==> src/sv/gaussian_function_eval_top_defines.svh <==
// Assertion macros for the gaussian evaluator.
// Bodies sample on clk and are disabled while rst is high.
`ifndef GAUSSIAN_FUNCTION_EVAL_TOP_DEFINES_SVH
`define GAUSSIAN_FUNCTION_EVAL_TOP_DEFINES_SVH

// Same-cycle implication
`define GFE_ASSERT_IMPLY(label, ante, cons, msg) \
  label: assert property (@(posedge clk) disable iff (rst) (ante) |-> (cons)) \
    else $error(msg);

// Next-cycle implication
`define GFE_ASSERT_NEXT(label, ante, cons, msg) \
  label: assert property (@(posedge clk) disable iff (rst) (ante) |=> (cons)) \
    else $error(msg);

`endif

==> src/sv/gfe_pkg.sv <==
// Shared types, constants and elaboration-time functions for the gaussian evaluator.
// No dependencies.
package gfe_pkg;

  localparam int FRAC_BITS_DEF      = 16;
  localparam int EXP_TABLE_BITS_DEF = 8;
  localparam int RATIO_BITS         = 28;
  localparam int QUO_BITS           = 31;
  localparam int REM_W              = 35;
  localparam int SERIES_TERMS       = 12;
  localparam int RECIP_SHIFT        = 34;

  localparam logic [30:0] LOG2E_Q30 = 31'd1549082005;
  localparam logic [29:0] LN2_Q30   = 30'd744261118;
  localparam logic [30:0] ONE_Q30   = 31'h4000_0000;

  // Register indexes
  typedef logic [1:0] reg_index_t;
  localparam reg_index_t REG_AMPLITUDE = 2'd0;
  localparam reg_index_t REG_CENTER    = 2'd1;
  localparam reg_index_t REG_WIDTH     = 2'd2;

  localparam logic [31:0] AMPLITUDE_RESET = 32'h0001_0000;
  localparam logic [31:0] CENTER_RESET    = 32'h0000_0000;
  localparam logic [31:0] WIDTH_RESET     = 32'h0001_0000;

  // Sideband through the divider
  typedef struct packed {
    logic zero;
    logic far;
  } div_tag_t;

  // Sideband through the series
  typedef struct packed {
    logic        zero;
    logic        far;
    logic [5:0]  k;
    logic [30:0] tbl;
  } exp_tag_t;

  // ceil(2^34 / n): exact truncating division for dividends below 2^30
  function automatic logic [34:0] recip_m(input int n);
    case (n)
      1:       return 35'd17179869184;
      2:       return 35'd8589934592;
      3:       return 35'd5726623062;
      4:       return 35'd4294967296;
      5:       return 35'd3435973837;
      6:       return 35'd2863311531;
      7:       return 35'd2454267027;
      8:       return 35'd2147483648;
      9:       return 35'd1908874354;
      10:      return 35'd1717986919;
      11:      return 35'd1561806290;
      12:      return 35'd1431655766;
      default: return '0;
    endcase
  endfunction

  // e^-z, z and result in Q30, truncated Taylor series
  function automatic logic [30:0] exp_neg_q30(input logic [29:0] z);
    logic signed [63:0] sum;
    logic [63:0]        term;
    logic [63:0]        prod;
    logic [71:0]        wide;
    sum  = 64'sd1073741824;
    term = 64'(ONE_Q30);
    for (int n = 1; n <= SERIES_TERMS; n++) begin
      prod = (term * 64'(z)) >> 30;
      wide = 72'(prod) * 72'(recip_m(n));
      term = 64'(wide >> RECIP_SHIFT);
      if (n[0]) begin
        sum = sum - $signed(term);
      end else begin
        sum = sum + $signed(term);
      end
    end
    if (sum < 0) begin
      sum = '0;
    end
    return sum[30:0];
  endfunction

  // 2^-v for v with RATIO_BITS fraction bits
  function automatic logic [30:0] exp2_neg_frac(input logic [RATIO_BITS-1:0] v);
    logic [63:0] zsum;
    zsum = 64'(v) * 64'(LN2_Q30) + (64'd1 << (RATIO_BITS - 1));
    return exp_neg_q30(zsum[57:28]);
  endfunction

endpackage

==> src/sv/gfe_div.sv <==
// Pipelined restoring divider, one quotient bit per stage.
// Depends on gfe_pkg.
module gfe_div
  import gfe_pkg::*;
(
  input  logic                clk,
  input  logic                rst,
  input  logic                en,
  input  logic                in_valid,
  input  logic [REM_W-1:0]    in_rem,
  input  logic [REM_W-1:0]    in_den,
  input  div_tag_t            in_tag,
  output logic                out_valid,
  output logic [QUO_BITS-1:0] out_quo,
  output div_tag_t            out_tag
);

  logic [REM_W-1:0]    rem [QUO_BITS];
  logic [QUO_BITS-1:0] quo [QUO_BITS];
  div_tag_t            tag [QUO_BITS];
  logic                vld [QUO_BITS];

  for (genvar i = 0; i < QUO_BITS; i++) begin : g_step
    logic [REM_W-1:0]    rem_src;
    logic [QUO_BITS-1:0] quo_src;
    div_tag_t            tag_src;
    logic                vld_src;
    logic [REM_W:0]      dbl;
    logic                ge;

    if (i == 0) begin : g_first
      assign rem_src = in_rem;
      assign quo_src = '0;
      assign tag_src = in_tag;
      assign vld_src = in_valid;
    end else begin : g_rest
      assign rem_src = rem[i-1];
      assign quo_src = quo[i-1];
      assign tag_src = tag[i-1];
      assign vld_src = vld[i-1];
    end

    // Double the remainder, subtract the divisor when it fits
    assign dbl = {rem_src, 1'b0};
    assign ge  = dbl >= {1'b0, in_den};

    always_ff @(posedge clk) begin
      if (rst) begin
        vld[i] <= 1'b0;
      end else if (en) begin
        vld[i] <= vld_src;
      end
    end

    always_ff @(posedge clk) begin
      if (en) begin
        rem[i] <= ge ? REM_W'(dbl - {1'b0, in_den}) : REM_W'(dbl);
        quo[i] <= {quo_src[QUO_BITS-2:0], ge};
        tag[i] <= tag_src;
      end
    end
  end

  assign out_valid = vld[QUO_BITS-1];
  assign out_quo   = quo[QUO_BITS-1];
  assign out_tag   = tag[QUO_BITS-1];

endmodule

==> config.mk <==
export PLATFORM = sky130hd
export DESIGN_NAME = gfe_div
export DESIGN_NICKNAME = d
export VERILOG_FILES = /design/src/sv/gaussian_function_eval_top_defines.svh /design/src/sv/gfe_pkg.sv /design/src/sv/gfe_div.sv
export SDC_FILE = /design/constraint.sdc
export NUM_CORES = 2
export LEC_CHECK = 0
export ABC_CLOCK_PERIOD_IN_PS = 8350
export BUFFER_PORTS_ARGS = -buffer_cell sky130_fd_sc_hd__clkbuf_2
export CORE_UTILIZATION = 35
export CTS_CLUSTER_SIZE = 8
export DETAILED_ROUTE_END_ITERATION = 12
export PLACE_DENSITY = 0.62
export SLEW_MARGIN = 20
export SYNTH_ARGS = -nofsm -noshare
export SYNTH_HDL_FRONTEND = slang
export SYNTH_SLANG_ARGS = --single-unit
==> constraint.sdc <==
create_clock -name clk -period 8.35 [get_ports clk]
set_clock_uncertainty 0.05 [all_clocks]
set_input_delay 1.67 -clock clk [delete_from_list [all_inputs] [get_ports clk]]
set_output_delay 1.67 -clock clk [all_outputs]
set_load 0.1 [all_outputs]
* Yosys cells after proc, flatten, opt, wreduce, memory -nomap -nowiden
Memory sizes are Yosys's and may differ from the RTL's.
Index checks and enable logic that the tools add are counted.
** Storage, ports and cells
- Register bits :: 0
- Memories kept :: 4
- Logic and storage cells :: 165
- Output and inout bits :: 34
- Bits in writable memories :: 2139
** Cells by class
- Add/sub/neg operators :: 31
- Order comparisons :: 31
- Muxes and demuxes :: 68
- Bitwise logic cells :: 31
** Memory list
- rem :: depth 31, bits a word 35, read ports 30, clocked after memory_dff 0, write ports 31, line gfe_div.sv:18 : logic [REM_W-1:0] rem [QUO_BITS];
- quo :: depth 31, bits a word 31, read ports 31, clocked after memory_dff 0, write ports 31, line gfe_div.sv:19 : logic [QUO_BITS-1:0] quo [QUO_BITS];
- tag :: depth 31, bits a word 2, read ports 31, clocked after memory_dff 0, write ports 31, line gfe_div.sv:20 : div_tag_t tag [QUO_BITS];
- vld :: depth 31, bits a word 1, read ports 31, clocked after memory_dff 0, write ports 31, line gfe_div.sv:21 : logic vld [QUO_BITS];
** Operators by type and width (number)
- 36-bit by 35-bit greater-or-equal comparator with 1-bit output :: 31
- 35-bit 2-to-1 mux :: 31
- 35-bit subtractor :: 31
- 1-bit 2-to-1 mux :: 37
- 1-bit OR :: 31

* Depth between registers and ports, before layout
- Depth after elaboration :: 4
- Depth in mapped cells :: 19

* Worst setup path after synthesis
OpenSTA, ideal clock, no wires.
- Kind :: input to register
- From :: input port in_den[0]
- To :: memory rem[26][14] (netlist: rem[3][84]), data pin
- Setup time :: 0.260 ns
- Path slack :: 0.010 ns
- Stages on the path :: 16
- Buffers on the path :: 5
- Data arrival time :: 8.030 ns
- Cell sequence :: clkbuf_4 > clkbuf_1 > clkbuf_1 > inv_1 > clkbuf_1 > fa_1 > a21o_1 > a21oi_1 > o21a_1 > o31ai_1 > a211oi_1 > o31ai_1 > a31oi_1 > o41ai_4 > buf_2 > mux2_2
** RTL lines
- start, declared :: line gfe_div.sv:11 : input logic [REM_W-1:0] in_den,
- end, declared :: line gfe_div.sv:18

==> metrics <==
outcome finished with violations; violated checks design-rule violations; post-CTS setup buffers 0; total congestion overflow 0; count of unique library cells instantiated by Yosys between 90 and 100; setup slack of the most critical reg-to-reg path ~3.6 ns; largest net degree at the start of global routing 165; Final #Nets roughly 12000; First-pass DRT Iterations 10; mean post-synth cell area between 10 and 15 um2; number of CTS-inserted buffers about 240; violation count after the first detailed-routing iteration approximately 6500; CTS root buf sky130_fd_sc_hd__clkbuf_16; share of synthesized area occupied by flip-flops and latches between 40 and 50%; vertical extent of the die between 500 and 600 um; final hold slack between 0.3 and 0.4 ns; clock transition at the registers of the reported paths 0.05 ns; RSZ-0062 raised after global routing false; Total Die Area 324000 um2; insertion delay to the later sink of the worst-skew pair slightly above 0.9 ns; Maximum Capacitance Violations 0; Leakage 50.0 nW; synthesized instance count around 11000; number of failing setup endpoints in the final timing report 0; cell chain of the critical path buf_4 -> inv_6 -> fa_1 -> a21o_1 -> a21o_1 -> a221oi_2 -> o21ai_2 -> a221o_1 -> a2111oi_4 -> o21ai_2 -> or2_1 -> a41oi_4 -> buf_4 -> o21ai_0; worst-case clock buffer depth 4; Final min period around 6.0 ns; GR Util All Layers 19.1%; Critical Path Start Type input pin; switching power around 22 mW; antenna viol nets, final 0; Post-synth EDFFs 1639; total count of max-transition violations in the final report 0; number of gates given a new drive strength after cts 0; share of layout cells above drive strength 1 around 8.7%; slowest cell on the critical path sky130_fd_sc_hd__a41oi_4; CP Max Fanout 56; Slew Limit Headroom between 20% and 30%; Port Buffer Count approximately 110; peak supply drop about 0.00021 V; starting utilization of the core area a little over a third; fin util 39.0%; category of the critical setup timing path in2reg; Finished Cell Area 125000 um2; clock group share of total power between 15 and 20%; Top delay family on crit path compound AO/OA/AOI/OAI gates; Yosys warning count 0; initial antenna violation count 8; Syn-to-layout area delta 11.1%; share of the clock period used by the worst path after layout 71.5%; count of H-tree levels built during CTS 4; total number of vias between 80000 and 90000; die width 570 um; CP Buf/Inv Count 3; worst slack, placed approximately 1.5 ns; class of the worst hold path reg2reg; clk sink count around 1600; post-detailed-placement half-perimeter wirelength 232000 um; Critical Path AT approximately 6.6 ns; slowest cell delay on critical path 0.86 ns; number of buffers added to fix hold violations after cts 0; final WL between 300000 and 400000 um; final sum of negative setup slack 0 ns; share of power burned in combinational logic around 54%; FMAX around 0.17 GHz; Synth Cell Area roughly 110000 um2; standard-cell row count approximately 210; global-route wire length before repair 483000 um; Internal Power between 30 and 40 mW; flip-flop and latch count after synthesis between 1500 and 2000; Net Sw Frac 41.5%; share of power burned in registers a little under a third; power per unit of standard cell area approximately 430 nW/um2; Synth async-reset ratio 0%; via density per instance between 5 and 6; setup slack of the critical path after layout roughly 2.4 ns; number of global-route vias before repair between 80000 and 90000; post-route total power ~54 mW; most used flip-flop cell after synthesis sky130_fd_sc_hd__edfxtp_1; RD Place Congestion 0.928; cell area after placement between 100000 and 150000 um2; number of DRC violations after detailed routing 3; Worst Setup End Kind register; fin cells 15407; average wire per standard cell 20.7 um; critical path data required time 8.93 ns; number of hold-slack violations in the final timing report 0; I/O pin total 110; cell count after placement about 15000; Placeable Area 321000 um2; Tightest Pin Transition 1.12 ns; post-synthesis net count 12078; TritonCTS clock tree done
area by class of cell:
cell class,count,area [um2]
fillers,31425,195000
multi-input cells,8643,61300
flip-flops and latches,1639,49200
clock buffers,264,6140
well taps,4305,5390
repair buffers,247,1870
inverters,279,1080
clock inverters,23,161
diodes,7,17.5
cells by family after synthesis:
family,after synthesis,share of synthesized area [%]
fa+ha+maj,1114,12.6
flops,1639,43.7
xor+xnor,920,7.15
buf+inv,606,2.11
mux,339,3.38
compound gates,3587,20.0
simple gates,2683,11.2
layout by cell type (no fill, tap or decap), types with 326 or more instances in the layout:
cell type | synthesis | layout
sky130_fd_sc_hd__o21ai_0 | 821 | 821
sky130_fd_sc_hd__xor2_1 | 387 | 387
sky130_fd_sc_hd__nand2_1 | 927 | 926
sky130_fd_sc_hd__xnor2_1 | 533 | 533
sky130_fd_sc_hd__a21oi_1 | 1104 | 1102
sky130_fd_sc_hd__mux2_2 | 326 | 326
sky130_fd_sc_hd__ha_1 | 1084 | 1084
sky130_fd_sc_hd__nor2_1 | 662 | 660
sky130_fd_sc_hd__a21o_1 | 697 | 697
sky130_fd_sc_hd__edfxtp_1 | 1639 | 1639
state kept, by name, summed over array words and instances (netlist names):
name / flops
vld: 31
rem: 1050
quo: 496
tag: 62
cell usage after synthesis, types with 30 or more instances:
| cell | n | share of area (%) |
|---|---|---|
| sky130_fd_sc_hd__nor2_1 | 662 | 2.2 |
| sky130_fd_sc_hd__or2_2 | 30 | 0.17 |
| sky130_fd_sc_hd__xor2_1 | 387 | 3.0 |
| sky130_fd_sc_hd__a211oi_1 | 64 | 0.43 |
| sky130_fd_sc_hd__o21ai_0 | 821 | 3.6 |
| sky130_fd_sc_hd__a221oi_1 | 37 | 0.29 |
| sky130_fd_sc_hd__nor3_1 | 103 | 0.46 |
| sky130_fd_sc_hd__o21a_1 | 119 | 0.79 |
| sky130_fd_sc_hd__a21o_1 | 697 | 4.6 |
| sky130_fd_sc_hd__nand2b_1 | 130 | 0.72 |
| sky130_fd_sc_hd__nand2_1 | 927 | 3.1 |
| sky130_fd_sc_hd__nand3_1 | 201 | 0.89 |
| sky130_fd_sc_hd__inv_1 | 278 | 0.93 |
| sky130_fd_sc_hd__and2_1 | 95 | 0.53 |
| sky130_fd_sc_hd__o31ai_1 | 72 | 0.48 |
| sky130_fd_sc_hd__nand4_1 | 183 | 1.0 |
| sky130_fd_sc_hd__o211ai_1 | 31 | 0.21 |
| sky130_fd_sc_hd__buf_2 | 31 | 0.14 |
| sky130_fd_sc_hd__nor2b_1 | 109 | 0.60 |
| sky130_fd_sc_hd__ha_1 | 1084 | 12 |
| sky130_fd_sc_hd__fa_1 | 30 | 0.53 |
| sky130_fd_sc_hd__mux2_2 | 326 | 3.3 |
| sky130_fd_sc_hd__clkbuf_1 | 266 | 0.89 |
| sky130_fd_sc_hd__o21bai_1 | 146 | 0.97 |
| sky130_fd_sc_hd__xnor2_1 | 533 | 4.1 |
| sky130_fd_sc_hd__a31oi_1 | 110 | 0.61 |
| sky130_fd_sc_hd__a21oi_1 | 1104 | 4.9 |
| sky130_fd_sc_hd__and3_1 | 108 | 0.60 |
| sky130_fd_sc_hd__a211o_1 | 34 | 0.26 |
| sky130_fd_sc_hd__edfxtp_1 | 1639 | 44 |
power by group through the flow:
stage	clock (mW)	sequential [mW]	combinational, mW
final	8.70	16.3	28.8
after global routing	9.27	16.5	32.0
after CTS	9.01	16.3	28.6
after detailed placement	0	16.3	28.4
after global placement	0	16.5	28.2
after floorplan	0	15.0	22.4
worst paths after layout:
check                           depth (start not counted)       start           to
worst min register to register                          0  quo[12][5]  quo[12][37]
worst max-delay path                                   14   in_den[0]  rem[3][137]
worst max register to register                         12  rem[3][70]  rem[3][137]
worst min-delay path                                    0  quo[12][5]  quo[12][37]
layer usage:
layer | track usage (%) | vias up | routed length [um]
li1 | - | 41513 | -
met1 | 25.3 | 40684 | 142000
met2 | 31.1 | 2349 | 145000
met3 | 2.64 | 559 | 17700
met4 | 8.16 | 0 | 15100
met5 | 0 | - | 0
(Power assumes the default switching activity.)
